File: config.mk
export PLATFORM = sky130hd
export DESIGN_NAME = http_body_extract_word_checksum_core
export DESIGN_NICKNAME = d
export VERILOG_FILES = /design/src/rtl/hbx_pkg.sv /design/src/rtl/http_body_extract_word_checksum_core.sv /design/src/rtl/hbx_hdr_scan.sv
export SDC_FILE = /design/constraint.sdc
export NUM_CORES = 1
export LEC_CHECK = 0
export BUFFER_PORTS_ARGS = -buffer_cell sky130_fd_sc_hd__buf_4
export CORE_MARGIN = 10
export CORE_UTILIZATION = 65
export CTS_BUF_LIST = sky130_fd_sc_hd__clkbuf_8
export DETAILED_ROUTE_END_ITERATION = 10
export GPL_TIMING_DRIVEN = 0
export PLACE_DENSITY = 0.86
export SKIP_LAST_GASP = 1
export SLEW_MARGIN = 20
export SYNTH_ARGS = -nofsm -noshare
export SYNTH_HDL_FRONTEND = slang
export SYNTH_HIERARCHICAL = 1
export SYNTH_SLANG_ARGS = --single-unit
File: constraint.sdc
create_clock -name clk -period 11.9 [get_ports clk]
set_clock_uncertainty 0.05 [all_clocks]
set_input_delay 0 -clock clk [delete_from_list [all_inputs] [get_ports clk]]
set_output_delay 0 -clock clk [all_outputs]
set_load 0.005 [all_outputs]
File: src/rtl/hbx_pkg.sv
// package for the http body extractor: header scan state, character codes
// and the range tag lookup; no dependencies
`timescale 1ns / 1ps

package hbx_pkg;

    // characters seen in the response header
    localparam logic [7:0] CHAR_CR    = 8'h0D;
    localparam logic [7:0] CHAR_LF    = 8'h0A;
    localparam logic [7:0] CHAR_SLASH = 8'h2F;
    localparam logic [7:0] CHAR_DASH  = 8'h2D;
    localparam logic [7:0] ASCII_ZERO = 8'd48;

    // length of the "-Range:" tag
    localparam logic [3:0] RANGE_TAG_LEN = 4'd7;

    // reset value of the flash base register
    localparam logic [23:0] FLASH_BASE_RESET = 24'h010000;

    // position inside the range line
    typedef enum logic [1:0] {
        PH_IDLE  = 2'd0,
        PH_SKIP  = 2'd1,
        PH_SLASH = 2'd2,
        PH_LEN   = 2'd3
    } range_phase_t;

    typedef struct packed {
        logic [31:0]  length_accum;
        logic [2:0]   range_match_count;
        range_phase_t range_line_phase;
        logic [1:0]   end_match_count;
    } hdr_state_t;

    // one character of "-Range:"
    function automatic logic [7:0] range_char(input logic [2:0] idx);
        logic [7:0] c;
        case (idx)
            3'd0:    c = CHAR_DASH;
            3'd1:    c = 8'h52;
            3'd2:    c = 8'h61;
            3'd3:    c = 8'h6E;
            3'd4:    c = 8'h67;
            3'd5:    c = 8'h65;
            3'd6:    c = 8'h3A;
            default: c = CHAR_DASH;
        endcase
        return c;
    endfunction

endpackage

File: src/rtl/http_body_extract_word_checksum_core.sv
// top level of the http body extractor with flash addressing and word checksum
// depends on hbx_pkg and hbx_hdr_scan
`timescale 1ns / 1ps

// Takes one response byte per transfer and returns one result per byte. Each
// accepted byte sits in an input register; combinational logic (header scan,
// length multiply-add by ten, address add, checksum add, length compare)
// produces the result into an output register, so a byte can be accepted
// every cycle unless a full output register is held by a low out_ready.
// in_ready stays high while the output register is free or being drained.
// Header bytes report is_body low with zero address, data and word_done.
// After CR LF CR LF every byte is body data until the next response_start.
// Body bytes get address flash_base + body count and are packed little
// endian into 32-bit words summed into a wrapping checksum; body count and
// checksum persist across responses until update_start. flash_base is
// written by cfg_wr_en / cfg_wr_data and should only change while idle.
module http_body_extract_word_checksum_core
    import hbx_pkg::*;
(
    input  logic        clk,
    input  logic        rst_n,
    // configuration
    input  logic        cfg_wr_en,
    input  logic [23:0] cfg_wr_data,
    // byte input
    input  logic        in_valid,
    output logic        in_ready,
    input  logic [7:0]  data_byte,
    input  logic        response_start,
    input  logic        update_start,
    // result output
    output logic        out_valid,
    input  logic        out_ready,
    output logic        is_body,
    output logic        burst_start,
    output logic [31:0] write_address,
    output logic [7:0]  write_data,
    output logic        word_done,
    output logic [31:0] running_sum,
    output logic        sum_is_zero,
    output logic [31:0] total_length,
    output logic        more_needed
);

    // control and state
    logic        in_valid_reg;
    logic        out_valid_reg;
    logic [23:0] flash_base_reg;
    logic        in_body_reg,  in_body_next;
    logic        first_body_pending_reg, first_body_pending_next;
    hdr_state_t  hdr_reg, hdr_next;
    logic [31:0] body_count_reg, body_count_next;
    logic [23:0] partial_word_reg, partial_word_next;
    logic [31:0] word_sum_reg, word_sum_next;

    // input payload register
    logic [7:0]  data_byte_reg;
    logic        response_start_reg;
    logic        update_start_reg;

    // output payload registers
    logic        is_body_reg, is_body_next;
    logic        burst_start_reg, burst_start_next;
    logic [31:0] write_address_reg, write_address_next;
    logic [7:0]  write_data_reg, write_data_next;
    logic        word_done_reg, word_done_next;
    logic        more_needed_reg, more_needed_next;

    // state after the start flags are applied
    hdr_state_t  hdr_cur;
    logic        in_body_cur;
    logic        first_body_pending_cur;
    logic [31:0] body_count_cur;
    logic [23:0] partial_word_cur;
    logic [31:0] word_sum_cur;

    hdr_state_t  hdr_scanned;
    logic        enter_body;
    logic        advance;
    logic        in_xfer;

    // item moves from input register to output register
    assign advance  = in_valid_reg && (!out_valid_reg || out_ready);
    assign in_ready = !in_valid_reg || advance;
    assign in_xfer  = in_valid && in_ready;

    // update_start clears the counters, response_start restarts the header scan
    always_comb
    begin
        body_count_cur         = update_start_reg ? 32'd0 : body_count_reg;
        partial_word_cur       = update_start_reg ? 24'd0 : partial_word_reg;
        word_sum_cur           = update_start_reg ? 32'd0 : word_sum_reg;
        hdr_cur                = response_start_reg ? '0 : hdr_reg;
        in_body_cur            = response_start_reg ? 1'b0 : in_body_reg;
        first_body_pending_cur = response_start_reg ? 1'b1 : first_body_pending_reg;
    end

    hbx_hdr_scan u_hdr_scan (
        .data_byte  (data_byte_reg),
        .cur        (hdr_cur),
        .nxt        (hdr_scanned),
        .enter_body (enter_body)
    );

    // body path: address, lane packing, checksum
    always_comb
    begin
        in_body_next            = in_body_cur;
        first_body_pending_next = first_body_pending_cur;
        hdr_next                = hdr_cur;
        body_count_next         = body_count_cur;
        partial_word_next       = partial_word_cur;
        word_sum_next           = word_sum_cur;
        is_body_next            = 1'b0;
        burst_start_next        = 1'b0;
        write_address_next      = 32'd0;
        write_data_next         = 8'd0;
        word_done_next          = 1'b0;
        if (in_body_cur)
        begin
            is_body_next            = 1'b1;
            burst_start_next        = first_body_pending_cur;
            first_body_pending_next = 1'b0;
            write_address_next      = {8'd0, flash_base_reg} + body_count_cur;
            write_data_next         = data_byte_reg;
            case (body_count_cur[1:0])
                2'd0:    partial_word_next = {16'd0, data_byte_reg};
                2'd1:    partial_word_next = {8'd0, data_byte_reg, partial_word_cur[7:0]};
                2'd2:    partial_word_next = {data_byte_reg, partial_word_cur[15:0]};
                default:
                begin
                    word_sum_next  = word_sum_cur + {data_byte_reg, partial_word_cur};
                    word_done_next = 1'b1;
                end
            endcase
            body_count_next = body_count_cur + 32'd1;
        end
        else
        begin
            hdr_next     = hdr_scanned;
            in_body_next = enter_body;
        end
        more_needed_next = body_count_next < hdr_next.length_accum;
    end

    // control and state registers
    always_ff @(posedge clk or negedge rst_n)
    begin
        if (!rst_n)
        begin
            in_valid_reg           <= 1'b0;
            out_valid_reg          <= 1'b0;
            flash_base_reg         <= FLASH_BASE_RESET;
            in_body_reg            <= 1'b0;
            first_body_pending_reg <= 1'b1;
            hdr_reg                <= '0;
            body_count_reg         <= 32'd0;
            partial_word_reg       <= 24'd0;
            word_sum_reg           <= 32'd0;
        end
        else
        begin
            if (cfg_wr_en)
                flash_base_reg <= cfg_wr_data;
            if (in_xfer)
                in_valid_reg <= 1'b1;
            else if (advance)
                in_valid_reg <= 1'b0;
            if (advance)
                out_valid_reg <= 1'b1;
            else if (out_ready)
                out_valid_reg <= 1'b0;
            if (advance)
            begin
                in_body_reg            <= in_body_next;
                first_body_pending_reg <= first_body_pending_next;
                hdr_reg                <= hdr_next;
                body_count_reg         <= body_count_next;
                partial_word_reg       <= partial_word_next;
                word_sum_reg           <= word_sum_next;
            end
        end
    end

    // payload registers
    always_ff @(posedge clk)
    begin
        if (in_xfer)
        begin
            data_byte_reg      <= data_byte;
            response_start_reg <= response_start;
            update_start_reg   <= update_start;
        end
        if (advance)
        begin
            is_body_reg       <= is_body_next;
            burst_start_reg   <= burst_start_next;
            write_address_reg <= write_address_next;
            write_data_reg    <= write_data_next;
            word_done_reg     <= word_done_next;
            more_needed_reg   <= more_needed_next;
        end
    end

    // checksum and length outputs come straight from the state, which
    // only moves together with the output register
    assign out_valid     = out_valid_reg;
    assign is_body       = is_body_reg;
    assign burst_start   = burst_start_reg;
    assign write_address = write_address_reg;
    assign write_data    = write_data_reg;
    assign word_done     = word_done_reg;
    assign running_sum   = word_sum_reg;
    assign sum_is_zero   = (word_sum_reg == 32'd0);
    assign total_length  = hdr_reg.length_accum;
    assign more_needed   = more_needed_reg;

endmodule

File: src/rtl/hbx_hdr_scan.sv
// header scanner: range tag match, length parse and end-of-header detect
// depends on hbx_pkg
`timescale 1ns / 1ps

module hbx_hdr_scan
    import hbx_pkg::*;
(
    input  logic [7:0] data_byte,
    input  hdr_state_t cur,
    output hdr_state_t nxt,
    output logic       enter_body
);

    logic [7:0]  em_want;
    logic [2:0]  em_inc;
    logic [1:0]  em_next;
    logic        em_done;
    logic [3:0]  rm_inc;
    logic [31:0] len_step;

    // cr lf cr lf tracker
    always_comb
    begin
        em_want = cur.end_match_count[0] ? CHAR_LF : CHAR_CR;
        em_inc  = {1'b0, cur.end_match_count} + 3'd1;
        em_done = 1'b0;
        if (data_byte == em_want)
        begin
            em_done = em_inc[2];
            em_next = em_inc[2] ? 2'd0 : em_inc[1:0];
        end
        else
        begin
            em_next = (data_byte == CHAR_CR) ? 2'd1 : 2'd0;
        end
    end

    assign rm_inc   = {1'b0, cur.range_match_count} + 4'd1;
    assign len_step = (cur.length_accum << 3) + (cur.length_accum << 1)
                      + {24'd0, data_byte} - {24'd0, ASCII_ZERO};

    always_comb
    begin
        nxt        = cur;
        enter_body = 1'b0;
        case (cur.range_line_phase)
            PH_SKIP:
            begin
                nxt.range_line_phase = PH_SLASH;
            end
            PH_SLASH:
            begin
                if (data_byte == CHAR_CR)
                begin
                    nxt.range_line_phase = PH_IDLE;
                    nxt.end_match_count  = em_next;
                    if (em_done)
                    begin
                        enter_body            = 1'b1;
                        nxt.range_match_count = 3'd0;
                    end
                end
                else if (data_byte == CHAR_SLASH)
                begin
                    nxt.range_line_phase = PH_LEN;
                end
            end
            PH_LEN:
            begin
                if (data_byte == CHAR_CR)
                begin
                    nxt.range_line_phase = PH_IDLE;
                    nxt.end_match_count  = em_next;
                    if (em_done)
                    begin
                        enter_body            = 1'b1;
                        nxt.range_match_count = 3'd0;
                    end
                end
                else
                begin
                    nxt.length_accum = len_step;
                end
            end
            default:
            begin
                if (data_byte == range_char(cur.range_match_count)
                    && rm_inc >= RANGE_TAG_LEN)
                begin
                    // full tag seen, enter the range line
                    nxt.range_match_count = 3'd0;
                    nxt.range_line_phase  = PH_SKIP;
                    nxt.end_match_count   = 2'd0;
                end
                else
                begin
                    if (data_byte == range_char(cur.range_match_count))
                        nxt.range_match_count = rm_inc[2:0];
                    else
                        nxt.range_match_count = (data_byte == CHAR_DASH) ? 3'd1 : 3'd0;
                    nxt.end_match_count = em_next;
                    if (em_done)
                    begin
                        enter_body            = 1'b1;
                        nxt.range_match_count = 3'd0;
                        nxt.range_line_phase  = PH_IDLE;
                    end
                end
            end
        endcase
    end

endmodule

==> reports/results.ini, run 1 <==
[synth]
synth_top_family_by_area = simple AND/OR/NAND/NOR gates
synth_cells = 1825
synth_area_leader_cell = dfrtp_1
synth_top_cell_area_share_pct = 22.6
synth_mux_area_share_pct = 7.27
ys_seq_elements = 209
synthFlopType = dfrtp_1
synth.distinct_cells = 89
synth_area_um2 = 16900
synth_edf_count = 54
synth_fa_ha_area_share_pct = 14.2
yosys.area_share.simple_pct = 18.0
synth_warnings = 6
async_reset_ff_share_pct = 74.2
synth_seq_area_share_pct = 32.5
synth_nets = 2051
yosys.area_share.xor_xnor_pct = 5.75
synth_compound_area_share_pct = 16.4
avgSynthCellArea_um2 = 9.27
yosys-top-cells-area = dfrtp_1, ha_1, edfxtp_1

[cells_and_area]
design_area_um2 = 19700
n_fill_cell = 1737
drive_gt1_share_pct = 17.2
final_util_pct = 77.4
nNetsFinal = 2284
area_delta_synth_final_pct = 16.3
antennaDiodeCount = 0

[place]
place_hpwl_mm = 35.1
port_buffers = 148
gp_congestion = 0.951
dpl_cell_area_um2 = 18500

[floorplan]
die_area_um2 = 32900
dieHeight_um = 181
coreArea_um2 = 25400
start_util_pct = 66.6
ios = 150
core.rowCount = 58
die_x_um = 181

[clocking]
clk_pin_slew_worst_paths_ns = 0.06
insertion_delay_ns = 0.57
cts_sinks = 209
cts_buffer_depth = 3
cts_buffers = 38
root_buffer = clkbuf_8
cts-resized-gates = 0
cts_tree = yes
htreeDepth = 2

[global_routing]
antenna_found_initial = 0
grt_overflow_total = 0
grt_pass1_vias = 14898
grt_start_max_net_pins = 86
grt_pass1_wl_mm = 76.2
grt_usage_pct = 27.8

[detailed_routing]
drtPass1Iterations = 5
finalWirelength_mm = 47.8
ant_nets = 0
drt_iter0_markers = 1273
drc = 0
num_vias = 14889
avgRoutedWirePerCell_um = 19.8
via_per_inst = 6.16

[hold_path]
hold_class = input pin to flip-flop

[sta]
tightest_slew_ns = 1.07
period_share_pct = 53.1
rsz0062_at_grt = no
fin_tns_setup_ns = 0
setup_viol = 0
drv_slew = 0
fin_crit_ns = 6.32
hold_violations = 0
relSlewSlack_pct = 28.7
timing.fmax_mhz = 158

[critical_path]
path_buf_inv = 3
cp_max_fo = 10
arrival_ns = 6.61
required_ns = 12.20
cp_slowest_cell = edfxtp_1
max_stage_delay_ns = 0.51
cp-start-kind = flip-flop
critPathKind = flip-flop to flip-flop
endpoint_kind = flip-flop
cp_top_family = compound AO/OA/AOI/OAI gates

[flow_run]
cap_violations = 0

[pwr]
p_leak_nw = 9.75
powerDensity_nw_per_um2 = 85.1
max-vdd-ir-drop_mv = 0.0902

[outcome]
status = finished, final reports clean

-- cell type report --
class,instances,area [um^2],area share (%)
plain buffers,102,529,2.69
clock buffers,42,578,2.94
clock inverters,28,179,0.910
inverters,122,458,2.33
multi-input cells,1392,10400,53.0
flip-flops and latches,209,5500,28.0
well taps,330,413,2.10
repair buffers,193,1590,8.07
-- layer usage --
| layer | part of all wire, % | track usage, % | vias up |
|---|---|---|---|
| li1 | - | - | 6922 |
| met1 | 39 | 33.2 | 7146 |
| met2 | 50 | 48.7 | 676 |
| met3 | 6.9 | 4.74 | 145 |
| met4 | 3.7 | 11.0 | 0 |
| met5 | 0 | 0 | - |
-- stage by stage --
stage / total power [mW] / worst slack [ns] / hold WS, ns / cells
after floorplan: 0.887 / 6.68 / -0.346 / 1825
after global placement: 0.956 / 5.89 / 0.130 / 2303
after detailed placement: 0.965 / 5.77 / -0.0348 / 2304
after CTS: 1.66 / 5.66 / 0.101 / 2418
after global routing: 1.72 / 5.22 / 0.117 / 2418
final: 1.67 / 5.58 / 0.110 / 2418
-- placed cells by master, fill, tap and decap left out, types with 12 or more instances in the layout --
master / count
nor4_1: 13
nor3_1: 29
mux2_2: 70
nand2_1: 160
nand2b_1: 19
clkbuf_1: 56
dlygate4sd3_1: 44
o21bai_1: 15
ha_1: 179
dfrtp_1: 153
a31oi_1: 17
o21a_1: 15
a211oi_1: 12
buf_4: 181
edfxtp_1: 54
inv_1: 138
and2_1: 17
xor2_1: 42
a21o_1: 42
nand4_1: 18
clkbuf_8: 42
nand3_1: 29
nor2b_1: 131
a21oi_1: 93
a22o_1: 53
o21ai_1: 13
mux2i_1: 44
xnor2_1: 69
and3_1: 16
o21ai_0: 83
nor2_1: 90
-- synthesized netlist by cell type, drive strengths merged (17+ instances only) --
master	number
a31oi	18
a22o	53
xor2	42
ha	179
edfxtp	54
nand2b	20
mux2i	44
clkbuf	57
nor3	30
nand4	19
and3	17
nand2	161
nand3	34
dfrtp	153
xnor2	69
mux2	70
inv	122
a21o	43
and2	18
a21oi	93
o21ai	99
nor2	92
buf	45
nor2b	131
-- report_power, final --
part / switching, mW / leakage (nW) / internal [mW] / total [mW]
combinational: 0.114 / 6.66 / 0.0796 / 0.193
sequential: 0.0173 / 2.64 / 0.760 / 0.777
clock: 0.333 / 0.448 / 0.371 / 0.704
-- path summary, 6_finish.rpt --
kind                                             startpoint                          endpoint  slack (ns)  cells past startpoint
min reg2reg                partial_word_reg[15]$_DFFE_PN0P_  partial_word_reg[15]$_DFFE_PN0P_        0.45                      1
max reg2reg                    response_start_reg$_DFFE_PP_             more_needed$_DFFE_PP_        5.58                     26
max in group asynchronous                             rst_n      total_length[27]$_DFFE_PN0P_       10.18                      4
max                            response_start_reg$_DFFE_PP_             more_needed$_DFFE_PP_        5.58                     26
min                                            update_start        update_start_reg$_DFFE_PP_        0.11                      2
min in group asynchronous                             rst_n      total_length[29]$_DFFE_PN0P_        0.48                      3
-- timing repair --
action,4_1_cts,5_1_grt
endpoints found under the hold margin,191,0
setup buffers,0,0
hold buffers,44,0
-- cells by family (layout without fill, tap and decap cells) --
group | Yosys count | after routing
and+or+nand+nor | 572 | 572
AOI/OAI and AO/OA | 408 | 408
buffers and inverters | 224 | 487
DFF | 209 | 209
adders and majority gates | 187 | 187
muxes | 114 | 114
xor gates and xnor gates | 111 | 111
Note: power is estimated with default switching activity, not from simulation.
==> inputs of run 2 (changes only) <==
--- a/config.mk
+++ b/config.mk
@@ -7,11 +7,11 @@
 export LEC_CHECK = 0
 export BUFFER_PORTS_ARGS = -buffer_cell sky130_fd_sc_hd__buf_4
 export CORE_MARGIN = 10
-export CORE_UTILIZATION = 65
+export CORE_UTILIZATION = 63
 export CTS_BUF_LIST = sky130_fd_sc_hd__clkbuf_8
 export DETAILED_ROUTE_END_ITERATION = 10
 export GPL_TIMING_DRIVEN = 0
-export PLACE_DENSITY = 0.86
+export PLACE_DENSITY = 0.84
 export SKIP_LAST_GASP = 1
 export SLEW_MARGIN = 20
 export SYNTH_ARGS = -nofsm -noshare
==> constraint.sdc (replaced) <==
create_clock -name clk -period 6.5 [get_ports clk]
set_clock_uncertainty 0.05 [all_clocks]
set_input_delay 0 -clock clk [delete_from_list [all_inputs] [get_ports clk]]
set_output_delay 0 -clock clk [all_outputs]
set_load 0.005 [all_outputs]
==> run 2 against run 1 <==
Combinational power grew 84%. First-iteration DRC count grew 1.1%. Sequential cell count unchanged. Worst hold slack improved by 0.021 ns. Highest routed layer unchanged. Final cell count up 0.12%. Fmax grew 3.4%. Die area up 2.8%. Largest cell class unchanged. Sequential share of layout area about the same.
==> reports/results.ini, run 2 (synthesis gave the netlist of run 1 again) <==
[clocking]
cts_sinks = 209  ; unchanged
cts_buffers = 37  ; -2.6%
insertion_delay_ns = 0.56  ; about the same
cts_setup_buffers = 0  ; unchanged
cts_tree = yes
clk_pin_slew_worst_paths_ns = 0.07  ; about the same
htreeDepth = 2  ; unchanged
root_buffer = clkbuf_8
cts_buffer_depth = 3  ; unchanged

[place]
dp.cells = 2309  ; +0.22%
dpl_cell_area_um2 = 18500  ; about the same
gp_congestion = 0.997  ; +4.8%
place_hpwl_mm = 34.5  ; -1.6%
port_buffers = 148  ; unchanged

[sta]
whs_ns = 0.131  ; +0.0206 ns
tightest_slew_ns = 1.08  ; +0.00813 ns
period_share_pct = 94.0  ; +41 points
fin_crit_ns = 6.11  ; -0.208 ns
rsz0062_at_grt = no
relSlewSlack_pct = 28.1  ; -0.54 points
setup_viol = 0  ; unchanged
drv_slew = 0  ; unchanged
fin_tns_setup_ns = 0  ; unchanged
hold_violations = 0  ; unchanged
timing.fmax_mhz = 164  ; +3.4%

[cells_and_area]
area_delta_synth_final_pct = 16.3  ; about the same
instances_no_fill = 2421  ; +0.12%
nNetsFinal = 2283  ; -0.044%
final_cell_mix = buf_4, ha_1, nand2_1
drive_gt1_share_pct = 17.3  ; +0.073 points
layout_commonest_cell = buf_4
design_area_um2 = 19700  ; about the same

[detailed_routing]
ant_nets = 0  ; unchanged
via_per_inst = 6.08  ; -1.3%
avgRoutedWirePerCell_um = 19.6  ; -0.58%
drtPass1Iterations = 5  ; unchanged
drc = 0  ; unchanged
finalWirelength_mm = 47.6  ; -0.46%
drt_iter0_markers = 1287  ; +1.1%
num_vias = 14717  ; -1.2%

[critical_path]
cp_top_family = compound AO/OA/AOI/OAI gates
arrival_ns = 6.41  ; -0.20 ns
max_stage_delay_ns = 0.51  ; about the same
r2r_start = response_start_reg$_DFFE_PP_
path_buf_inv = 3  ; unchanged
regToRegSetupSlack_ns = 0.39  ; -5.19 ns
endpoint_kind = flip-flop
critPathKind = flip-flop to flip-flop
required_ns = 6.80  ; -5.40 ns
cp_max_fo = 10  ; unchanged
cp-start-kind = flip-flop
r2r-end = more_needed$_DFFE_PP_
cp_slowest_cell = edfxtp_1
startpoint = response_start_reg$_DFFE_PP_
r2r_cells = 26  ; unchanged

[global_routing]
use_met1_pct = 32.0  ; -1.2 points
grt_usage_pct = 27.4  ; -0.43 points
grt_start_max_net_pins = 85  ; -1.2%
top_usage_layer = met2
grt_pass1_vias = 14851  ; -0.32%
grt_pass1_wl_mm = 75.5  ; -0.96%
grtUsageMet3_pct = 4.90  ; +0.17 points
grt_overflow_total = 0  ; unchanged
antenna_found_initial = 1  ; +1
use_met2_pct = 47.4  ; -1.4 points

[floorplan]
coreArea_um2 = 26200  ; +3.2%
dieHeight_um = 184  ; +1.4%
die_x_um = 184  ; +1.4%
start_util_pct = 64.5  ; -2.1 points
ios = 150  ; unchanged
core.rowCount = 59  ; +1.7%
die_area_um2 = 33800  ; +2.8%

[pwr]
powerDensity_nw_per_um2 = 154  ; +81%
max-vdd-ir-drop_mv = 0.126  ; +40%
p_leak_nw = 9.72  ; -0.28%

[hold_path]
hold_start = data_byte[2]
min_to = data_byte_reg[2]$_DFFE_PP_
whs_path_depth = 2  ; unchanged
hold_class = input pin to flip-flop

[outcome]
status = finished, final reports clean

[flow_run]
cap_violations = 0  ; unchanged

run 2: cell count changes in the layout (fill, tap and decap cells not counted), sizes merged:
cell | before | now
clkbuf | 99 | 102
bufinv | 2 | 1
diode | 0 | 1
inv | 139 | 132
clkinv | 7 | 9
run 2: what timing repair did:
item	4_1_cts	5_1_grt
hold buffers	44	0
resized for setup	0	5
setup endpoints to repair	0	1
endpoints found under the hold margin	191	0
run 2: cell type report:
type,instances,area (um^2)
antenna,1,2.50
clock inverter,22,121
clock buffer,45,619
tap,335,419
buffer,102,532
multi-input combinational,1392,10400
fill,1823,6540
timing repair buffer,193,1590
sequential,209,5500
inverter,122,458
run 2: metrics by stage:
step,utilization [%],power [mW],setup slack (ns)
5_1_grt,75.1,3.13,0.0406
6_report,75.1,3.04,0.391
4_1_cts,75.0,3.01,0.309
2_1_floorplan,-,1.62,1.28
3_3_place_gp,70.4,1.75,0.504
3_5_place_dp,70.5,1.76,0.349
run 2: per-layer routing:
| layer | share of wire (%) | routed length, um |
|---|---|---|
| met1 | 39 | 18600 |
| met2 | 49 | 23500 |
| met3 | 6.9 | 3290 |
| met4 | 4.6 | 2180 |
| met5 | 0 | 0 |
run 2: worst max path at each step:
stage                                 end  slack, ns  cells past startpoint
floorplan           more_needed$_DFFE_PP_       1.28                     26
global placement    more_needed$_DFFE_PP_       0.50                     26
detailed placement  more_needed$_DFFE_PP_       0.35                     26
CTS                 more_needed$_DFFE_PP_       0.31                     26
global route        more_needed$_DFFE_PP_       0.04                     26
finish              more_needed$_DFFE_PP_       0.39                     26
run 2: power breakdown:
part	leakage, nW	internal, mW	switching (mW)	total (mW)
Clock	0.415	0.668	0.590	1.26
Combinational	6.67	0.146	0.209	0.355
Sequential	2.64	1.39	0.0313	1.42
Total	9.72	2.21	0.831	3.04
==> inputs of run 3 (changes only) <==
==> constraint.sdc (replaced) <==
create_clock -name clk -period 6.5 [get_ports clk]
set_clock_uncertainty 0.05 [all_clocks]
set_input_delay 0.65 -clock clk [delete_from_list [all_inputs] [get_ports clk]]
set_output_delay 0.65 -clock clk [all_outputs]
set_load 0.005 [all_outputs]
==> run 3 against run 2 <==
Worst setup slack better by 0.012 ns. Clock power about the same. Routed wire length decreased by 5.3%. Global-route usage down 1.5 points. Largest power group unchanged. Count of clock-buffer cells in the layout is the same. Cell area is 2.3% lower. Sequential power about the same. Sequential cell count is the same. Die area did not move.
==> reports/results.ini, run 3 (synthesis gave the netlist of run 1 again) <==
[critical_path]
regToRegSetupSlack_ns = 0.40  ; about the same
cp_max_fo = 10  ; unchanged
arrival_ns = 6.39  ; -0.02 ns
r2r_cells = 26  ; unchanged
r2r_start = response_start_reg$_DFFE_PP_
critPathKind = flip-flop to flip-flop
r2r-end = more_needed$_DFFE_PP_
cp-start-kind = flip-flop
endpoint_kind = flip-flop
required_ns = 6.79  ; about the same

[sta]
timing.fmax_mhz = 164  ; +0.19%
fin_crit_ns = 6.10  ; -0.0115 ns
period_share_pct = 93.8  ; -0.18 points
relSlewSlack_pct = 26.8  ; -1.4 points
hold_violations = 0  ; unchanged
drv_slew = 0  ; unchanged
whs_ns = 0.0346  ; -0.0962 ns
tightest_slew_ns = 1.10  ; +0.0203 ns
setup_viol = 0  ; unchanged
rsz0062_at_grt = no
fin_tns_setup_ns = 0  ; unchanged

[global_routing]
grt_pass1_vias = 14403  ; -3.0%
antenna_found_initial = 0  ; -1
grt_overflow_total = 0  ; unchanged
grt_pass1_wl_mm = 71.8  ; -4.8%
grt_start_max_net_pins = 85  ; unchanged
grt_usage_pct = 25.9  ; -1.5 points

[detailed_routing]
ant_nets = 0  ; unchanged
avgRoutedWirePerCell_um = 19.0  ; -3.5%
finalWirelength_mm = 45.0  ; -5.3%
via_per_inst = 6.04  ; -0.58%
num_vias = 14360  ; -2.4%
drtPass1Iterations = 5  ; unchanged
drt_iter0_markers = 1257  ; -2.3%
drc = 0  ; unchanged

[pwr]
p_leak_nw = 9.54  ; -1.9%
powerDensity_nw_per_um2 = 155  ; +0.22%
max-vdd-ir-drop_mv = 0.129  ; +2.2%
fin_total_pwr_mw = 2.97  ; -2.0%

[cells_and_area]
layout_commonest_cell = buf_4
area_delta_synth_final_pct = 13.7
final_cell_mix = buf_4, ha_1, nand2_1
nNetsFinal = 2239  ; -1.9%
drive_gt1_share_pct = 17.6  ; +0.37 points
final_util_pct = 73.4  ; -1.7 points
design_area_um2 = 19200  ; -2.3%
antennaDiodeCount = 0  ; -1

[clocking]
htreeDepth = 2  ; unchanged
cts_sinks = 209  ; unchanged
cts-resized-gates = 0  ; unchanged
cts_setup_buffers = 0  ; unchanged
cts_buffers = 37  ; unchanged
cts_buffer_depth = 3  ; unchanged
hold_buffers = 0  ; -100%
root_buffer = clkbuf_8
clk_pin_slew_worst_paths_ns = 0.06  ; about the same
insertion_delay_ns = 0.54  ; -0.02 ns
cts_tree = yes

[place]
port_buffers = 148  ; unchanged
gp_congestion = 0.997  ; unchanged
dpl_cell_area_um2 = 18500  ; unchanged
place_hpwl_mm = 34.5  ; unchanged

[floorplan]
die_x_um = 184  ; unchanged
dieHeight_um = 184  ; unchanged
ios = 150  ; unchanged
core.rowCount = 59  ; unchanged
die_area_um2 = 33800  ; unchanged
start_util_pct = 64.5  ; unchanged
coreArea_um2 = 26200  ; unchanged

[flow_run]
cap_violations = 0  ; unchanged

[hold_path]
hold_class = input pin to asynchronous set/reset pin

[outcome]
status = finished, final reports clean

==> run 3: cell type report <==
cell class | count | area (um^2)
repair buffers | 149 | 1150
fillers | 1915 | 6980
clock buffers | 45 | 619
plain buffers | 102 | 532
well taps | 335 | 419
inverters | 122 | 458
flip-flops and latches | 209 | 5500
clock inverters | 22 | 121
multi-input cells | 1392 | 10400
==> run 3: worst max path at each step <==
stage / end / start
2_1_floorplan: more_needed$_DFFE_PP_ / response_start_reg$_DFFE_PP_
3_3_place_gp: more_needed$_DFFE_PP_ / response_start_reg$_DFFE_PP_
3_5_place_dp: more_needed$_DFFE_PP_ / response_start_reg$_DFFE_PP_
4_1_cts: more_needed$_DFFE_PP_ / response_start_reg$_DFFE_PP_
5_1_grt: more_needed$_DFFE_PP_ / response_start_reg$_DFFE_PP_
6_report: more_needed$_DFFE_PP_ / response_start_reg$_DFFE_PP_
==> run 3: critical path, cell delays in order (launching register included) <==
cell	delay (ns)
edfxtp_1	0.51
clkbuf_2	0.28
nor2b_2	0.20
inv_1	0.09
fa_1	0.50
inv_1	0.04
ha_1	0.30
ha_1	0.26
fa_1	0.41
a21o_1	0.21
a221oi_4	0.30
or2_4	0.21
a21oi_1	0.07
or2_2	0.33
a211oi_2	0.23
xnor2_1	0.11
o21ai_1	0.18
mux2i_1	0.13
ha_1	0.36
a21o_1	0.19
a21oi_1	0.14
nor2b_1	0.06
o21ai_0	0.17
nand2b_1	0.08
a21oi_1	0.14
o21ai_0	0.12
a211oi_1	0.24
==> run 3: per-stage QoR <==
stage	instances	setup slack, ns
2_1_floorplan	1825	1.28
3_3_place_gp	2308	0.504
3_5_place_dp	2309	0.349
4_1_cts	2376	0.309
5_1_grt	2376	0.0363
6_report	2376	0.403
==> run 3: layer usage <==
metal,track usage (%),part of all wire (%),vias to the layer above
li1,-,-,6811
met1,30.8,41,6929
met2,45.1,49,502
met3,4.68,6.4,118
met4,10.6,3.5,0
met5,0,0,-
==> run 3: report_power, final <==
group          switching [mW]  internal [mW]
combinational           0.197          0.127
clock                   0.562          0.667
sequential             0.0294           1.39
total                   0.789           2.19
